`src/hw/rtl/afp_pkg.sv`:
```
// Shared types, codes and helper functions for the escape frame parser.
// No dependencies; used by every module of the block.
package afp_pkg;

  localparam int LINE_MAX_DEF     = 256;
  localparam int LEN_DIGITS_DEF   = 4;
  localparam int RESULT_DEPTH_DEF = 8;
  localparam logic [7:0] ESCAPE_RESET = 8'd27;

  localparam logic [2:0] KIND_PAYLOAD = 3'd0;
  localparam logic [2:0] KIND_LBYTE   = 3'd1;
  localparam logic [2:0] KIND_LEND    = 3'd2;
  localparam logic [2:0] KIND_LABORT  = 3'd3;
  localparam logic [2:0] KIND_EVENT   = 3'd4;

  localparam logic [2:0] FT_STREAM = 3'd0;
  localparam logic [2:0] FT_BULK   = 3'd1;
  localparam logic [2:0] FT_HTTP   = 3'd2;
  localparam logic [2:0] FT_UDPB   = 3'd3;
  localparam logic [2:0] FT_UDP    = 3'd4;
  localparam logic [2:0] FT_NONE   = 3'd7;

  localparam logic [2:0] EV_NONE   = 3'd0;
  localparam logic [2:0] EV_STREAM = 3'd1;
  localparam logic [2:0] EV_BULK   = 3'd2;
  localparam logic [2:0] EV_HTTP   = 3'd3;
  localparam logic [2:0] EV_OK     = 3'd4;
  localparam logic [2:0] EV_FAIL   = 3'd5;

  localparam logic [7:0] CH_CR    = 8'h0D;
  localparam logic [7:0] CH_LF    = 8'h0A;
  localparam logic [7:0] CH_NUL   = 8'h00;
  localparam logic [7:0] CH_TAB   = 8'h09;
  localparam logic [7:0] CH_SPACE = 8'h20;
  localparam logic [7:0] CH_Z     = 8'h5A;
  localparam logic [7:0] CH_H     = 8'h48;
  localparam logic [7:0] CH_S     = 8'h53;
  localparam logic [7:0] CH_Y     = 8'h59;
  localparam logic [7:0] CH_U_LO  = 8'h75;
  localparam logic [7:0] CH_U_UP  = 8'h55;
  localparam logic [7:0] CH_O     = 8'h4F;
  localparam logic [7:0] CH_F     = 8'h46;
  localparam logic [7:0] CH_E     = 8'h45;

  typedef enum logic [8:0] {
    ST_START    = 9'b000000001,
    ST_LINE     = 9'b000000010,
    ST_ESC      = 9'b000000100,
    ST_CID      = 9'b000001000,
    ST_LEN      = 9'b000010000,
    ST_ADDR     = 9'b000100000,
    ST_PORT     = 9'b001000000,
    ST_DATA_LEN = 9'b010000000,
    ST_DATA_ESC = 9'b100000000
  } parse_state_t;

  typedef struct packed {
    logic [2:0] result_kind;
    logic [2:0] frame_type;
    logic [4:0] channel_id;
    logic [7:0] data_byte;
    logic [7:0] line_length;
    logic [2:0] event_code;
    logic       last;
  } result_t;

  typedef struct packed {
    logic [1:0] count;
    result_t    first;
    result_t    second;
  } push_t;

  function automatic result_t make_result(logic [2:0] kind, logic [2:0] ft,
                                          logic [4:0] ch, logic [7:0] data,
                                          logic [7:0] len, logic [2:0] ev);
    result_t r;
    r.result_kind = kind;
    r.frame_type  = ft;
    r.channel_id  = ch;
    r.data_byte   = data;
    r.line_length = len;
    r.event_code  = ev;
    r.last        = 1'b0;
    return r;
  endfunction

  function automatic logic [4:0] hex_value(logic [7:0] c);
    logic [4:0] v;
    if (c >= 8'h30 && c <= 8'h39) begin
      v = 5'(c - 8'h30);
    end else if (c >= 8'h41 && c <= 8'h46) begin
      v = 5'(c - 8'h37);
    end else if (c >= 8'h61 && c <= 8'h66) begin
      v = 5'(c - 8'h57);
    end else begin
      v = 5'd16;
    end
    return v;
  endfunction

  function automatic logic [2:0] done_code(logic [2:0] kind);
    logic [2:0] ev;
    if (kind == FT_STREAM) begin
      ev = EV_STREAM;
    end else if (kind == FT_HTTP) begin
      ev = EV_HTTP;
    end else begin
      ev = EV_BULK;
    end
    return ev;
  endfunction

endpackage

```
`src/hw/rtl/afp_parser.sv`:
```
// Parse state machine: takes one registered byte per cycle while item_valid is high and produces up to two results.
// Depends on afp_pkg.
module afp_parser import afp_pkg::*; #(
  parameter int LINE_MAX   = LINE_MAX_DEF,
  parameter int LEN_DIGITS = LEN_DIGITS_DEF
) (
  input  logic       clk,
  input  logic       rst,
  input  logic       item_valid,
  input  logic [7:0] item_byte,
  input  logic [7:0] escape_byte,
  output push_t      push
);

  parse_state_t parse_state, parse_state_next;
  logic [7:0]   line_count, line_count_next;
  logic [4:0]   frame_channel, frame_channel_next;
  logic [2:0]   frame_kind, frame_kind_next;
  logic [13:0]  expected_length, expected_length_next;
  logic [13:0]  received_count, received_count_next;
  logic [2:0]   digit_index, digit_index_next;
  logic         escape_pending, escape_pending_next;

  logic [13:0] len_sum;
  logic [2:0]  digit_inc;
  logic [13:0] count_inc;
  logic [8:0]  line_inc;
  push_t       res;

  assign len_sum   = 14'((expected_length << 3) + (expected_length << 1)
                         + 14'(item_byte - 8'h30));
  assign digit_inc = digit_index + 3'd1;
  assign count_inc = received_count + 14'd1;
  assign line_inc  = {1'b0, line_count} + 9'd1;

  always_comb begin
    parse_state_next     = parse_state;
    line_count_next      = line_count;
    frame_channel_next   = frame_channel;
    frame_kind_next      = frame_kind;
    expected_length_next = expected_length;
    received_count_next  = received_count;
    digit_index_next     = digit_index;
    escape_pending_next  = escape_pending;
    res                  = '0;

    unique case (parse_state)
      ST_START: begin
        if (item_byte == CH_CR || item_byte == CH_LF || item_byte == CH_NUL) begin
          parse_state_next = ST_START;
        end else if (item_byte == escape_byte) begin
          parse_state_next = ST_ESC;
        end else begin
          line_count_next  = 8'd1;
          parse_state_next = ST_LINE;
          res.count = 2'd1;
          res.first = make_result(KIND_LBYTE, 3'd0, 5'd0, item_byte, 8'd0, EV_NONE);
        end
      end
      ST_LINE: begin
        if (item_byte == escape_byte) begin
          res.count = 2'd1;
          res.first = make_result(KIND_LABORT, 3'd0, 5'd0, 8'd0, line_count, EV_NONE);
          line_count_next  = 8'd0;
          parse_state_next = ST_ESC;
        end else if (item_byte == CH_CR || item_byte == CH_LF) begin
          res.count = 2'd1;
          res.first = make_result(KIND_LEND, 3'd0, 5'd0, 8'd0, line_count, EV_NONE);
          line_count_next  = 8'd0;
          parse_state_next = ST_START;
        end else if (line_inc < 9'(LINE_MAX)) begin
          line_count_next = line_inc[7:0];
          res.count = 2'd1;
          res.first = make_result(KIND_LBYTE, 3'd0, 5'd0, item_byte, 8'd0, EV_NONE);
        end
      end
      ST_ESC: begin
        parse_state_next     = ST_CID;
        digit_index_next     = 3'd0;
        expected_length_next = 14'd0;
        received_count_next  = 14'd0;
        escape_pending_next  = 1'b0;
        if (item_byte == CH_Z) begin
          frame_kind_next = FT_BULK;
        end else if (item_byte == CH_H) begin
          frame_kind_next = FT_HTTP;
        end else if (item_byte == CH_S) begin
          frame_kind_next = FT_STREAM;
        end else if (item_byte == CH_Y) begin
          frame_kind_next = FT_UDPB;
        end else if (item_byte == CH_U_LO || item_byte == CH_U_UP) begin
          frame_kind_next = FT_UDP;
        end else begin
          parse_state_next = ST_START;
          line_count_next  = 8'd0;
          frame_kind_next  = FT_NONE;
          if (item_byte == CH_O) begin
            res.count = 2'd1;
            res.first = make_result(KIND_EVENT, 3'd0, 5'd0, 8'd0, 8'd0, EV_OK);
          end else if (item_byte == CH_F) begin
            res.count = 2'd1;
            res.first = make_result(KIND_EVENT, 3'd0, 5'd0, 8'd0, 8'd0, EV_FAIL);
          end
        end
      end
      ST_CID: begin
        frame_channel_next   = hex_value(item_byte);
        digit_index_next     = 3'd0;
        expected_length_next = 14'd0;
        escape_pending_next  = 1'b0;
        if (frame_kind == FT_STREAM) begin
          parse_state_next = ST_DATA_ESC;
        end else if (frame_kind == FT_UDPB || frame_kind == FT_UDP) begin
          parse_state_next = ST_ADDR;
        end else begin
          parse_state_next = ST_LEN;
        end
      end
      ST_ADDR: begin
        if (item_byte == CH_SPACE) begin
          parse_state_next = ST_PORT;
        end
      end
      ST_PORT: begin
        if (item_byte == CH_TAB) begin
          digit_index_next     = 3'd0;
          expected_length_next = 14'd0;
          escape_pending_next  = 1'b0;
          parse_state_next     = (frame_kind == FT_UDP) ? ST_DATA_ESC : ST_LEN;
        end
      end
      ST_LEN: begin
        if (item_byte < 8'h30 || item_byte > 8'h39) begin
          parse_state_next     = ST_START;
          line_count_next      = 8'd0;
          expected_length_next = 14'd0;
          received_count_next  = 14'd0;
          digit_index_next     = 3'd0;
          escape_pending_next  = 1'b0;
          frame_kind_next      = FT_NONE;
        end else begin
          expected_length_next = len_sum;
          digit_index_next     = digit_inc;
          if (digit_inc >= 3'(LEN_DIGITS)) begin
            received_count_next = 14'd0;
            if (len_sum == 14'd0) begin
              res.count = 2'd1;
              res.first = make_result(KIND_EVENT, frame_kind, frame_channel, 8'd0, 8'd0,
                                      done_code(frame_kind));
              parse_state_next     = ST_START;
              line_count_next      = 8'd0;
              expected_length_next = 14'd0;
              digit_index_next     = 3'd0;
              escape_pending_next  = 1'b0;
              frame_kind_next      = FT_NONE;
            end else begin
              parse_state_next = ST_DATA_LEN;
            end
          end
        end
      end
      ST_DATA_LEN: begin
        res.count = 2'd1;
        res.first = make_result(KIND_PAYLOAD, frame_kind, frame_channel, item_byte, 8'd0,
                                EV_NONE);
        received_count_next = count_inc;
        if (count_inc >= expected_length) begin
          res.count  = 2'd2;
          res.second = make_result(KIND_EVENT, frame_kind, frame_channel, 8'd0, 8'd0,
                                   done_code(frame_kind));
          parse_state_next     = ST_START;
          line_count_next      = 8'd0;
          expected_length_next = 14'd0;
          received_count_next  = 14'd0;
          digit_index_next     = 3'd0;
          escape_pending_next  = 1'b0;
          frame_kind_next      = FT_NONE;
        end
      end
      ST_DATA_ESC: begin
        if (escape_pending) begin
          escape_pending_next = 1'b0;
          if (item_byte == CH_E) begin
            res.count = 2'd1;
            res.first = make_result(KIND_EVENT, frame_kind, frame_channel, 8'd0, 8'd0,
                                    done_code(frame_kind));
            parse_state_next     = ST_START;
            line_count_next      = 8'd0;
            expected_length_next = 14'd0;
            received_count_next  = 14'd0;
            digit_index_next     = 3'd0;
            frame_kind_next      = FT_NONE;
          end else begin
            res.count  = 2'd2;
            res.first  = make_result(KIND_PAYLOAD, frame_kind, frame_channel, escape_byte,
                                     8'd0, EV_NONE);
            res.second = make_result(KIND_PAYLOAD, frame_kind, frame_channel, item_byte,
                                     8'd0, EV_NONE);
          end
        end else if (item_byte == escape_byte) begin
          escape_pending_next = 1'b1;
        end else begin
          res.count = 2'd1;
          res.first = make_result(KIND_PAYLOAD, frame_kind, frame_channel, item_byte, 8'd0,
                                  EV_NONE);
        end
      end
      default: begin
        parse_state_next     = ST_START;
        line_count_next      = 8'd0;
        expected_length_next = 14'd0;
        received_count_next  = 14'd0;
        digit_index_next     = 3'd0;
        escape_pending_next  = 1'b0;
        frame_kind_next      = FT_NONE;
      end
    endcase

    if (res.count == 2'd1) begin
      res.first.last = 1'b1;
    end else if (res.count == 2'd2) begin
      res.second.last = 1'b1;
    end
    if (!item_valid) begin
      res.count = 2'd0;
    end
  end

  assign push = res;

  always_ff @(posedge clk) begin
    if (rst) begin
      parse_state     <= ST_START;
      line_count      <= 8'd0;
      frame_channel   <= 5'd0;
      frame_kind      <= FT_NONE;
      expected_length <= 14'd0;
      received_count  <= 14'd0;
      digit_index     <= 3'd0;
      escape_pending  <= 1'b0;
    end else if (item_valid) begin
      parse_state     <= parse_state_next;
      line_count      <= line_count_next;
      frame_channel   <= frame_channel_next;
      frame_kind      <= frame_kind_next;
      expected_length <= expected_length_next;
      received_count  <= received_count_next;
      digit_index     <= digit_index_next;
      escape_pending  <= escape_pending_next;
    end
  end

endmodule

```
`src/hw/rtl/afp_result_fifo.sv`:
```
// Result queue that takes up to two results per cycle and gives one per transfer.
// Depends on afp_pkg.
module afp_result_fifo import afp_pkg::*; #(
  parameter int RESULT_DEPTH = RESULT_DEPTH_DEF
) (
  input  logic                          clk,
  input  logic                          rst,
  input  push_t                         push,
  input  logic                          pop,
  output result_t                       head,
  output logic [$clog2(RESULT_DEPTH):0] fill
);

  localparam int PW = $clog2(RESULT_DEPTH);

  result_t         entries [RESULT_DEPTH];
  logic [PW-1:0]   wr_ptr;
  logic [PW-1:0]   rd_ptr;
  logic [PW:0]     fill_next;
  logic [PW-1:0]   wr_ptr_second;

  assign wr_ptr_second = wr_ptr + PW'(1);
  assign head          = entries[rd_ptr];
  assign fill_next     = fill + (PW+1)'(push.count) - (PW+1)'(pop);

  always_ff @(posedge clk) begin
    if (push.count != 2'd0) begin
      entries[wr_ptr] <= push.first;
    end
    if (push.count == 2'd2) begin
      entries[wr_ptr_second] <= push.second;
    end
  end

  always_ff @(posedge clk) begin
    if (rst) begin
      wr_ptr <= '0;
      rd_ptr <= '0;
      fill   <= '0;
    end else begin
      wr_ptr <= wr_ptr + PW'(push.count);
      if (pop) begin
        rd_ptr <= rd_ptr + PW'(1);
      end
      fill <= fill_next;
    end
  end

endmodule

```
`src/hw/rtl/at_escape_frame_parser.sv`:
```
// Escape frame parser top level: input register, parse state machine and result queue.
// An accepted byte is held in the input register; the parse state machine then writes its
// results into the result queue, whose head drives the outputs.
// Throughput: one byte per cycle unless in_stall; results leave at one per cycle unless
// out_stall; two-result bytes slow intake, as the queue stalls input when near full.
// Reset clears the parse state, empties the queue and sets the escape byte to 27.
// Depends on afp_pkg, afp_parser and afp_result_fifo.
module at_escape_frame_parser import afp_pkg::*; #(
  parameter int LINE_MAX     = LINE_MAX_DEF,
  parameter int LEN_DIGITS   = LEN_DIGITS_DEF,
  parameter int RESULT_DEPTH = RESULT_DEPTH_DEF
) (
  input  logic       clk,
  input  logic       rst,
  input  logic       in_valid,
  output logic       in_stall,
  input  logic [7:0] rx_byte,
  output logic       out_valid,
  input  logic       out_stall,
  output logic [2:0] result_kind,
  output logic [2:0] frame_type,
  output logic [4:0] channel_id,
  output logic [7:0] data_byte,
  output logic [7:0] line_length,
  output logic [2:0] event_code,
  output logic       last,
  input  logic       cfg_valid,
  output logic       cfg_ready,
  input  logic [7:0] cfg_data
);

  localparam int PW = $clog2(RESULT_DEPTH);

  logic        item_valid;
  logic [7:0]  item_byte;
  logic [7:0]  escape_byte;
  push_t       push;
  result_t     head;
  logic [PW:0] fill;
  logic [PW+1:0] committed;
  logic        pop;

  assign cfg_ready = 1'b1;

  always_ff @(posedge clk) begin
    if (rst) begin
      escape_byte <= ESCAPE_RESET;
    end else if (cfg_valid && cfg_ready) begin
      escape_byte <= cfg_data;
    end
  end

  // A new transfer needs room for two results of the byte held plus two of its own.
  assign committed = (PW+2)'(fill) + (item_valid ? (PW+2)'(4) : (PW+2)'(2));
  assign in_stall  = committed > (PW+2)'(RESULT_DEPTH);

  always_ff @(posedge clk) begin
    if (rst) begin
      item_valid <= 1'b0;
    end else begin
      item_valid <= in_valid && !in_stall;
    end
  end

  always_ff @(posedge clk) begin
    if (in_valid && !in_stall) begin
      item_byte <= rx_byte;
    end
  end

  afp_parser #(
    .LINE_MAX   (LINE_MAX),
    .LEN_DIGITS (LEN_DIGITS)
  ) u_parser (
    .clk         (clk),
    .rst         (rst),
    .item_valid  (item_valid),
    .item_byte   (item_byte),
    .escape_byte (escape_byte),
    .push        (push)
  );

  assign out_valid = fill != '0;
  assign pop       = out_valid && !out_stall;

  afp_result_fifo #(
    .RESULT_DEPTH (RESULT_DEPTH)
  ) u_fifo (
    .clk  (clk),
    .rst  (rst),
    .push (push),
    .pop  (pop),
    .head (head),
    .fill (fill)
  );

  assign result_kind = head.result_kind;
  assign frame_type  = head.frame_type;
  assign channel_id  = head.channel_id;
  assign data_byte   = head.data_byte;
  assign line_length = head.line_length;
  assign event_code  = head.event_code;
  assign last        = head.last;

endmodule

```
`config.mk`:
```
export PLATFORM = sky130hd
export DESIGN_NAME = at_escape_frame_parser
export DESIGN_NICKNAME = d
export VERILOG_FILES = /design/src/hw/rtl/afp_pkg.sv /design/src/hw/rtl/afp_parser.sv /design/src/hw/rtl/afp_result_fifo.sv /design/src/hw/rtl/at_escape_frame_parser.sv
export SDC_FILE = /design/constraint.sdc
export NUM_CORES = 1
export LEC_CHECK = 0
export ABC_CLOCK_PERIOD_IN_PS = 17400
export BUFFER_PORTS_ARGS = -buffer_cell sky130_fd_sc_hd__clkbuf_2
export CORE_MARGIN = 2
export CORE_UTILIZATION = 45
export CTS_BUF_LIST = sky130_fd_sc_hd__clkbuf_8
export DETAILED_ROUTE_END_ITERATION = 10
export PLACE_DENSITY_LB_ADDON = 0.25
export SLEW_MARGIN = 20
export SYNTH_ARGS = -nofsm -noshare
export SYNTH_HDL_FRONTEND = slang
export SYNTH_SLANG_ARGS = --single-unit
export TNS_END_PERCENT = 5
```
`constraint.sdc`:
```
create_clock -name clk -period 17.4 [get_ports clk]
set_input_delay 0.87 -clock clk [delete_from_list [all_inputs] [get_ports clk]]
set_output_delay 0.87 -clock clk [all_outputs]
set_load 0.01 [all_outputs]
```
==> results.cfg, run 1 <==
[run_status]
status = completed

[cts]
cts_root_buffer = clkbuf_8
cts_sinks = 335
ctsHoldBuffers = 0
cts_tree = built
clk_pin_slew_ns = 0.06
htreeDepth = 2
cts_resized = 0
clk_latency_ns = 0.67
cts_max_path_buffers = 3
postCtsSetupBuffers = 0
cts_buffers = 56

[global_route]
overflow = 0
grt_usage = 0.244
grt_max_degree = 85
use_met3 = 0.0440
use_met1 = 0.317
top_usage_layer = met2
gr-usage-met2 = 0.400
grt_pass1_wl_um = 76900
grt_pass1_vias = 13500
antenna_found_initial = 1

[yosys]
postSynthCellCount = 1693
muxShareOfSynthArea = 0.109
synth_top_area_share = 0.287
synth_top_family_by_area = simple AND/OR/NAND/NOR gates
synth_compound_area_frac = 0.135
synthFlopType = edfxtp_1
yosysWarnings = 0
synth_simple_gate_area_frac = 0.171
synth_area_leaders = edfxtp_1 (29%), dfxtp_1 (19%), mux4_2 (7.9%)
avgSynthCellArea_um2 = 10.4
async_flop_share = 0
synth_adder_area_share = 0.0514
ys_seq_area_frac = 0.476
synth_largest_area_cell = edfxtp_1
synth_xor_area_frac = 0.0231
synth_edf_count = 168
synth.distinct_cells = 79
synth-seq-cells = 335
syn_nets = 1778
syn-cell-area_mm2 = 0.0176

[power]
ir_drop_mv = 0.0572
p_leak_nw = 6.89
powerDensity_mw_per_mm2 = 109

[setup_path]
worstSetupPathType = reg -> reg
end_kind = flip-flop
critical_path_buf_inv_count = 2
crit_slowest_cell = nor3b_1
crit_required_ns = 17.91
reg2reg_slack_ns = 11.04
cp.arrival_ns = 6.87
cp_cell_sequence = ha_1, xor2_1, fa_1, inv_1, ha_1, o211ai_1, o21ai_0, a311oi_1, o211a_1, nand4b_1, o31ai_1, nor3b_1, nand2b_1, ha_1, inv_1, ha_1, a21o_1, a21oi_1, xnor2_1, nor2_1
path_delay_family = adder cells
startpoint_type = flip-flop
cpPeakStageDelay_ns = 0.96
worst-path-max-fanout = 17
cpMostUsedCell = ha_1

[finish]
nNetsFinal = 1815
design_area_mm2 = 0.0195
final_core_util = 0.505
area_growth_pct = 10.8
layout-drive-gt1-share = 0.156

[route]
vias = 13700
wl_per_cell_um = 21.6
drtIter0Drc = 1348
detail-route-antenna-nets = 0
routed_via_density = 5.98
drt_pre_antenna_iters = 7
totalWireLength_um = 49700
drc = 0

[place]
post-place-ws_ns = 11.12
io_buffer_count = 53
placed_area_mm2 = 0.0183
gp_congestion = 0.894
hpwl_um = 32700

[timing]
finalSetupViolations = 0
min_period_over_period = 0.366
whs_ns = 0.391
fin_tns_setup_ns = 0
setup_ws_ns = 11.04
rsz0062_at_grt = false
clock-skew-final_ns = 0.0407
fmax_mhz = 157
slew_headroom = 0.197
hold_viol = 0
timing.final.max_slew_violations = 0
tightest_slew_ns = 1.20
min_period_ns = 6.36

[flow_run]
cap_violations = 0

[floorplanning]
die_w_um = 202
dieArea_mm2 = 0.0407
initial_utilization = 0.456
die_h_um = 202
io_pins = 55
design.core.area_mm2 = 0.0386
num_rows = 72

[min_path]
min-delay-path-class = in -> reg
==> path summary, 6_finish.rpt <==
kind | from | to | cells past startpoint
max | item_byte[4] | u_fifo.fill[3] | 20
min | rx_byte[1] | item_byte[1] | 1
max reg2reg | item_byte[4] | u_fifo.fill[3] | 20
min reg2reg | u_parser.expected_length[4] | u_parser.expected_length[4] | 2
==> flip-flops by register name (all words and copies together) (netlist names), named ones only <==
register and cells:
u_parser.digit_index 3, u_parser.expected_length 14, u_fifo.wr_ptr 3, item_valid 1, u_parser.parse_state 9, escape_byte 8
u_parser.line_count 8, item_byte 8, u_fifo.rd_ptr 3, u_parser.escape_pending 1, u_parser.frame_channel 5, u_parser.frame_kind 3
u_parser.received_count 14, u_fifo.fill 4, u_fifo.entries 248
==> through the flow <==
step                total power [mW]  instances
floorplan                       1.27       1693
global placement                1.40       2190
detailed placement              1.41       2190
CTS                             2.14       2295
global route                    2.23       2295
finish                          2.13       2296
==> worst register-to-register path, delay by kind of cell (launching register included) <==
kind / cells / cell delay (ns)
adder cells (fa/ha/maj): 5 / 1.87
flip-flops: 1 / 0.78
buffers and inverters: 2 / 0.10
XOR/XNOR: 2 / 0.27
AND/OR/NAND/NOR: 4 / 1.54
AO/OA/AOI/OAI: 7 / 1.62
==> Yosys cell counts, types with 6 or more instances <==
master	n
o21ai_0	180
edfxtp_1	168
dfxtp_1	167
nand2_1	141
nand3_1	123
nor2_1	89
clkbuf_1	80
a21oi_1	68
mux4_2	62
nor2b_1	57
inv_1	53
ha_1	50
o22ai_1	41
and2_1	36
mux2_2	35
nor3_1	30
xnor2_1	24
nand2b_1	18
xor2_1	18
buf_1	16
fa_1	14
mux2i_1	13
and3_1	12
nor3b_1	11
o21ai_1	11
nand4_1	10
o21a_1	10
nand3b_1	9
a22oi_1	8
nand4b_1	8
o31ai_1	8
and4_1	7
or3_1	7
a211o_1	6
o211ai_1	6
or2_2	6
==> metal layers <==
layer	up-vias	share of wire
met4	0	0.036
met3	119	0.080
met1	6663	0.41
met2	584	0.48
met5	-	0
li1	6367	-
==> where the power goes <==
group	internal [mW]	switching [mW]
Combinational	0.205	0.276
Clock	0.389	0.340
Sequential	0.860	0.0556
==> placed cells by master, fill, tap and decap left out, drive strengths merged, types with 57 or more instances in the layout <==
cell and instances:
nand2 141, nand3 123, a21oi 68, dfxtp 167, clkbuf 110, edfxtp 168
mux4 62, inv 75, nor2b 57, o21ai 191, nor2 89
==> logic make-up (layout without fill, tap and decap cells) <==
group / Yosys count / count (layout)
compound gates: 400 / 400
buf+inv: 154 / 238
mux: 110 / 110
xor+xnor: 44 / 44
flops: 335 / 335
fa+ha+maj: 64 / 64
simple gates: 585 / 585
other cells: 1 / 2
==> area by class of cell <==
type,instances,area [um2]
antenna,1,2.50
timing repair buffer,80,468
multi-input combinational,1204,8640
inverter,53,199
tap,518,648
clock buffer,58,798
clock inverter,47,357
fill,3524,19100
sequential,335,8390
Note: power is estimated with default switching activity, not from simulation.
==> inputs of run 2 (changes only) <==
--- a/config.mk
+++ b/config.mk
@@ -5,7 +5,8 @@
 export SDC_FILE = /design/constraint.sdc
 export NUM_CORES = 1
 export LEC_CHECK = 0
-export ABC_CLOCK_PERIOD_IN_PS = 17400
+export ABC_AREA = 1
+export ABC_CLOCK_PERIOD_IN_PS = 5700
 export BUFFER_PORTS_ARGS = -buffer_cell sky130_fd_sc_hd__clkbuf_2
 export CORE_MARGIN = 2
 export CORE_UTILIZATION = 45
==> constraint.sdc (replaced) <==
create_clock -name clk -period 5.7 [get_ports clk]
set_input_delay 0.285 -clock clk [delete_from_list [all_inputs] [get_ports clk]]
set_output_delay 0.285 -clock clk [all_outputs]
set_load 0.01 [all_outputs]
==> run 2 against run 1 <==
Register-to-register slack lost 10 ns. Wire length up 20%. Combinational power grew to 6.5 times the previous value. Clock-buffer cell count increased by 20. Critical path depth unchanged. Setup slack got worse by 10 ns. Area after synthesis grew 11%. Non-clock buffer count increased by 46. Total power rose to 4.0 times the previous value. Sequential share of layout area decreased by 4.4 points. Largest power group is now combinational cells. Maximum frequency increased by 28%. Worst hold slack worse by 0.36 ns.
==> results.cfg, run 2 <==
[flow_run]
cap_violations = 0

[min_path]
min-delay-path-class = in -> reg
worstHoldStart = out_stall

[setup_path]
startpoint_type = flip-flop
cp.arrival_ns = 5.49
crit_required_ns = 6.21
critical_path_buf_inv_count = 2
worstReg2RegStart = item_byte[4]
crit_slowest_cell = buf_4
cpPeakStageDelay_ns = 0.62
worst-path-max-fanout = 64
cpMostUsedCell = nand2_1
cp-startpoint = item_byte[4]
cp_cell_sequence = ha_1, nor2_2, fa_1, ha_1, nand2_1, inv_1, a21oi_1, nand2_1, nand2_1, nand2_1, nand2_1, nand2_1, nor2_1, nand3_1, nand2_2, nand2_4, nand2_8, buf_4, nand3_1, a21oi_1
path_delay_family = simple AND/OR/NAND/NOR gates
end_kind = flip-flop
worstSetupPathType = reg -> reg

[timing]
timing.final.max_slew_violations = 0
finalSetupViolations = 0
rsz0062_at_grt = false
slew_headroom = 0.235
fmax_mhz = 201
hold_viol = 0
tightest_slew_ns = 1.14
fin_tns_setup_ns = 0
min_period_over_period = 0.874
clock-skew-final_ns = 0.0283
min_period_ns = 4.98

[finish]
final_core_util = 0.506
final_common_cell = nor2_1
nNetsFinal = 2753
area_growth_pct = 11.3
largest_reg_flops = 248
largestRegisters = u_fifo.entries x248, u_parser.expected_length x14, u_parser.received_count x14
layout-drive-gt1-share = 0.0938
regMostFlops = u_fifo.entries
n_antenna_cell = 0
most-common-layout-cells = nor2_1 (533), nand2_1 (362), a21oi_1 (272), nand3_1 (261), inv_1 (220)

[yosys]
synth_common_cells = nor2_1 (533), nand2_1 (369), a21oi_1 (272)
ys_seq_area_frac = 0.429
synthFlopType = edfxtp_1
syn-cell-area_mm2 = 0.0195
postSynthCellCount = 2640
synth_edf_count = 168
synth_largest_area_cell = edfxtp_1
synth_area_leaders = edfxtp_1 (26%), dfxtp_1 (17%), nor2_1 (10%)
syn_nets = 2725
synth_top_area_share = 0.258
yosysWarnings = 0
post-synth-top-count-cell = nor2_1
synth.distinct_cells = 47
synth-seq-cells = 335
async_flop_share = 0
avgSynthCellArea_um2 = 7.40

[global_route]
grt_max_degree = 96
grt_usage = 0.264
overflow = 0
grt_pass1_wl_um = 94000
grt_pass1_vias = 17100
antenna_found_initial = 0

[power]
ir_drop_mv = 0.193
powerDensity_mw_per_mm2 = 392
p_leak_nw = 9.59

[route]
totalWireLength_um = 59600
wl_per_cell_um = 18.0
drtIter0Drc = 1704
drc = 0
vias = 18400
routed_via_density = 5.57
detail-route-antenna-nets = 0
drt_pre_antenna_iters = 6

[cts]
postCtsSetupBuffers = 0
htreeDepth = 2
cts_sinks = 335
clk_latency_ns = 0.68
cts_resized = 0
clk_pin_slew_ns = 0.06
cts_buffers = 59
cts_root_buffer = clkbuf_8
cts_tree = built
ctsHoldBuffers = 24
cts_max_path_buffers = 3

[floorplanning]
design.core.area_mm2 = 0.0430
initial_utilization = 0.454
die_w_um = 212
num_rows = 76
io_pins = 55
dieArea_mm2 = 0.0451
die_h_um = 212

[place]
io_buffer_count = 53
gp_congestion = 0.930
hpwl_um = 39100

[run_status]
status = completed
run 2: cell types whose count changed in the layout (fill, tap and decap cells not counted), moves of 24 or more:
cell           change
nand3_1          +138
and2_1            -36
nand2_1          +223
nor2b_1           -57
mux4_2            -62
dlygate4sd3_1     +24
a21oi_1          +204
inv_1            +148
a31oi_1           +32
mux2_2            -35
nor2_1           +444
run 2: worst paths after layout:
kind	endpoint	slack (ns)	cells past startpoint
hold reg to reg	u_fifo.rd_ptr[2]	0.44	1
setup reg to reg	u_fifo.entries[3][15]	0.72	20
setup / recovery	u_fifo.entries[3][15]	0.72	20
hold / removal	u_fifo.rd_ptr[0]	0.03	3
run 2: logic make-up after synthesis:
kind of cell,count (synthesis),synth area share
and+or+nand+nor,1250,0.269
AOI/OAI and AO/OA,578,0.157
buffers and inverters,380,0.0832
DFF,335,0.429
adders and majority gates,64,0.0464
xor gates and xnor gates,32,0.0144
other,1,0.000192
run 2: worst min-delay path: stages:
cell	delay, ns
clkbuf_2	0.09
a31oi_1	0.11
a21oi_1	0.15
run 2: metal layers:
metal | GRT usage | up-vias | wire (um)
li1 | - | 8911 | -
met1 | 0.345 | 8615 | 25000
met2 | 0.442 | 764 | 28000
met3 | 0.0464 | 122 | 4980
met4 | 0.0897 | 0 | 1660
met5 | 0 | - | 0
run 2: layout make-up:
class,instances,area [um2]
Clock buffer,78,1070
Clock inverter,33,233
Fill cell,4201,21300
Inverter,221,831
Multi-Input combinational cell,1925,9580
Sequential cell,335,8390
Tap cell,585,732
Timing Repair Buffer,126,886
run 2: power by group:
part | switching, mW | leakage [nW] | internal (mW)
clock | 1.08 | 0.723 | 1.36
combinational | 2.16 | 6.11 | 0.949
sequential | 0.210 | 2.76 | 2.76
run 2: per-stage QoR:
step	instances	instance area [um2]	setup slack (ns)	power (mW)	hold WS, ns
2_1_floorplan	2640	19500	1.43	5.19	0.384
3_3_place_gp	3168	20200	0.856	6.01	0.425
3_5_place_dp	3168	20200	0.737	6.07	0.435
4_1_cts	3303	21700	0.723	8.52	0.0189
5_1_grt	3303	21700	0.208	9.06	0.0505
6_report	3303	21700	0.719	8.52	0.0284
==> inputs of run 3 (changes only) <==
--- a/config.mk
+++ b/config.mk
@@ -16,5 +16,6 @@
 export SLEW_MARGIN = 20
 export SYNTH_ARGS = -nofsm -noshare
 export SYNTH_HDL_FRONTEND = slang
+export SYNTH_HIERARCHICAL = 1
 export SYNTH_SLANG_ARGS = --single-unit
 export TNS_END_PERCENT = 5
==> run 3 against run 2 <==
Setup slack got worse by 0.30 ns. Maximum frequency decreased by 5.7%. Cell area increased by 9.6%. Non-clock buffer count decreased by 6. Combinational power increased by 3%. Total power decreased by 1.0%. Critical path type unchanged. Critical endpoint is now u_fifo/entries[4][23]. Largest cell class unchanged.
==> results.cfg, run 3 <==
[cts]
clk_pin_slew_ns = 0.06
htreeDepth = 2
clk_latency_ns = 0.69
cts_sinks = 335
cts_tree = built
cts_buffers = 58
cts_max_path_buffers = 3
cts_root_buffer = clkbuf_8

[power]
finalPower_mw = 8.43
powerDensity_mw_per_mm2 = 354
ir_drop_mv = 0.169
p_leak_nw = 11.9

[yosys]
ys_seq_area_frac = 0.423
synth_common_cells = nand2_1 (1,174), nand3_1 (451), inv_1 (426)
synth.distinct_cells = 44
yosysWarnings = 6
synthFlopType = edfxtp_1
avgSynthCellArea_um2 = 7.07
post-synth-top-count-cell = nand2_1
syn-cell-area_mm2 = 0.0219
synth_area_leaders = edfxtp_1 (35%), nand2_1 (20%), nand3_1 (10%)
synth_largest_area_cell = edfxtp_1
postSynthCellCount = 3102
synth_top_area_share = 0.351
synth_edf_count = 256
synth-seq-cells = 335
async_flop_share = 0

[global_route]
grt_usage = 0.262
antenna_found_initial = 0
grt_pass1_wl_um = 104000
grt_max_degree = 100
overflow = 0
grt_pass1_vias = 19100

[flow_run]
cap_violations = 0

[finish]
largestRegisters = u_fifo/entries x248, u_parser/expected_length x14, u_parser/received_count x14
area_growth_pct = 8.61
most-common-layout-cells = nand2_1 (1,174), nand3_1 (451), inv_1 (440), edfxtp_1 (256), nor2_1 (141)
nFillCells = 4690
largest_reg_flops = 248
final_common_cell = nand2_1
layout-drive-gt1-share = 0.0796
regMostFlops = u_fifo/entries
multiInputGateArea_mm2 = 0.0100
nNetsFinal = 3160
design_area_mm2 = 0.0238
n_antenna_cell = 0
ff_latch_area_mm2 = 0.00927
stdcell_count = 3730

[floorplanning]
design.core.area_mm2 = 0.0479
die_w_um = 225
io_pins = 55
dieArea_mm2 = 0.0505
die_h_um = 225
num_rows = 80
initial_utilization = 0.457

[timing]
rsz0062_at_grt = true
fmax_mhz = 189
slew_headroom = 0.287
min_period_over_period = 0.927
min_period_ns = 5.28
timing.final.max_slew_violations = 0
finalSetupViolations = 0
hold_viol = 0
tightest_slew_ns = 1.07
whs_ns = 0.0667
clock-skew-final_ns = 0.0695

[route]
totalWireLength_um = 66500
routed_via_density = 5.36
drtIter0Drc = 2055
drt_pre_antenna_iters = 6
drc = 0
wl_per_cell_um = 17.8
vias = 20000
detail-route-antenna-nets = 0

[place]
gp_congestion = 0.952
placed_area_mm2 = 0.0224
hpwl_um = 42100
io_buffer_count = 53
placed_cells = 3600

[setup_path]
end_kind = flip-flop
worstSetupPathType = reg -> reg
cp.arrival_ns = 5.55
startpoint_type = flip-flop
reg2reg_slack_ns = 0.42
crit_required_ns = 5.97
worst-path-max-fanout = 31

[min_path]
min-delay-path-class = in -> reg

[run_status]
status = completed
-- run 3: cell types whose count changed in the layout (fill, tap and decap cells not counted), moves of 16 or more --
| cell | change |
|---|---|
| buf_4 | -16 |
| inv_1 | +220 |
| a21oi_1 | -206 |
| o21ai_1 | -16 |
| nand2_1 | +812 |
| nor2_1 | -392 |
| o22ai_1 | -19 |
| dfxtp_1 | -88 |
| clkbuf_8 | -17 |
| nand3_1 | +190 |
| o21ai_0 | -147 |
| edfxtp_1 | +88 |
| a31oi_1 | -33 |
-- run 3: cell type report --
class / instances / area share
clock inverters: 38 / 0.0118
inverters: 443 / 0.0701
multi-input cells: 2118 / 0.422
repair buffers: 120 / 0.0394
clock buffers: 61 / 0.0353
well taps: 615 / 0.0323
flip-flops and latches: 335 / 0.390
-- run 3: path summary, 6_finish.rpt --
path	from	end	cells after the start
setup / recovery	item_byte[5]	u_fifo/entries[4][23]	20
hold / removal	cfg_valid	escape_byte[4]	4
setup reg to reg	item_byte[5]	u_fifo/entries[4][23]	20
hold reg to reg	u_parser/expected_length[13]	u_parser/expected_length[13]	2
-- run 3: report_power, final --
group / internal (mW) / switching (mW) / leakage [nW]
clock network: 1.17 / 1.02 / 0.628
logic: 0.972 / 2.24 / 8.56
registers: 2.86 / 0.173 / 2.71
-- run 3: per-layer routing --
metal	routed length [um]	global-route usage	vias to the layer above
met5	0	0	-
met4	2890	0.115	0
met3	5230	0.0396	171
met2	32100	0.453	848
met1	26300	0.325	9269
li1	-	-	9687
-- run 3: critical path, cell delays in order, from the launching register on --
cell	delay, ns
edfxtp_1	0.48
ha_1	0.36
nor2_4	0.33
fa_1	0.48
ha_1	0.37
nand2_1	0.13
inv_1	0.05
a21oi_1	0.18
nand2_1	0.12
nand2_1	0.07
nand2_1	0.05
nand2_1	0.08
a21oi_1	0.09
nand4_1	0.20
a21oi_1	0.17
inv_1	0.10
nand2_1	0.24
nor2_4	0.59
nand3_2	0.19
o21ai_4	0.10
buf_4	0.51
-- run 3: per-stage QoR --
step / setup TNS, ns / util / setup WS [ns]
after detailed placement: 0 / 0.467 / 0.103
after global placement: 0 / 0.466 / 0.202
after global routing: -0.0315 / 0.497 / -0.0108
final: 0 / 0.497 / 0.418
after CTS: 0 / 0.495 / 0.0818
after floorplan: -56.72 / - / -0.234
-- run 3: logic make-up after synthesis --
family | Yosys count | share of synthesized area
buffers and inverters | 661 | 0.127
other | 2 | 0.000343
AND/OR/NAND/NOR | 1870 | 0.363
flip-flops | 335 | 0.423
AO/OA/AOI/OAI | 144 | 0.0356
XOR/XNOR | 27 | 0.0108
adder cells (fa/ha/maj) | 63 | 0.0408
-- run 3: timing repair --
item,CTS,global route
gates resized for setup,0,5
endpoints found under the hold margin,17,0
endpoints found under the setup margin,0,327
hold buffers,25,0
buffers inserted,0,4
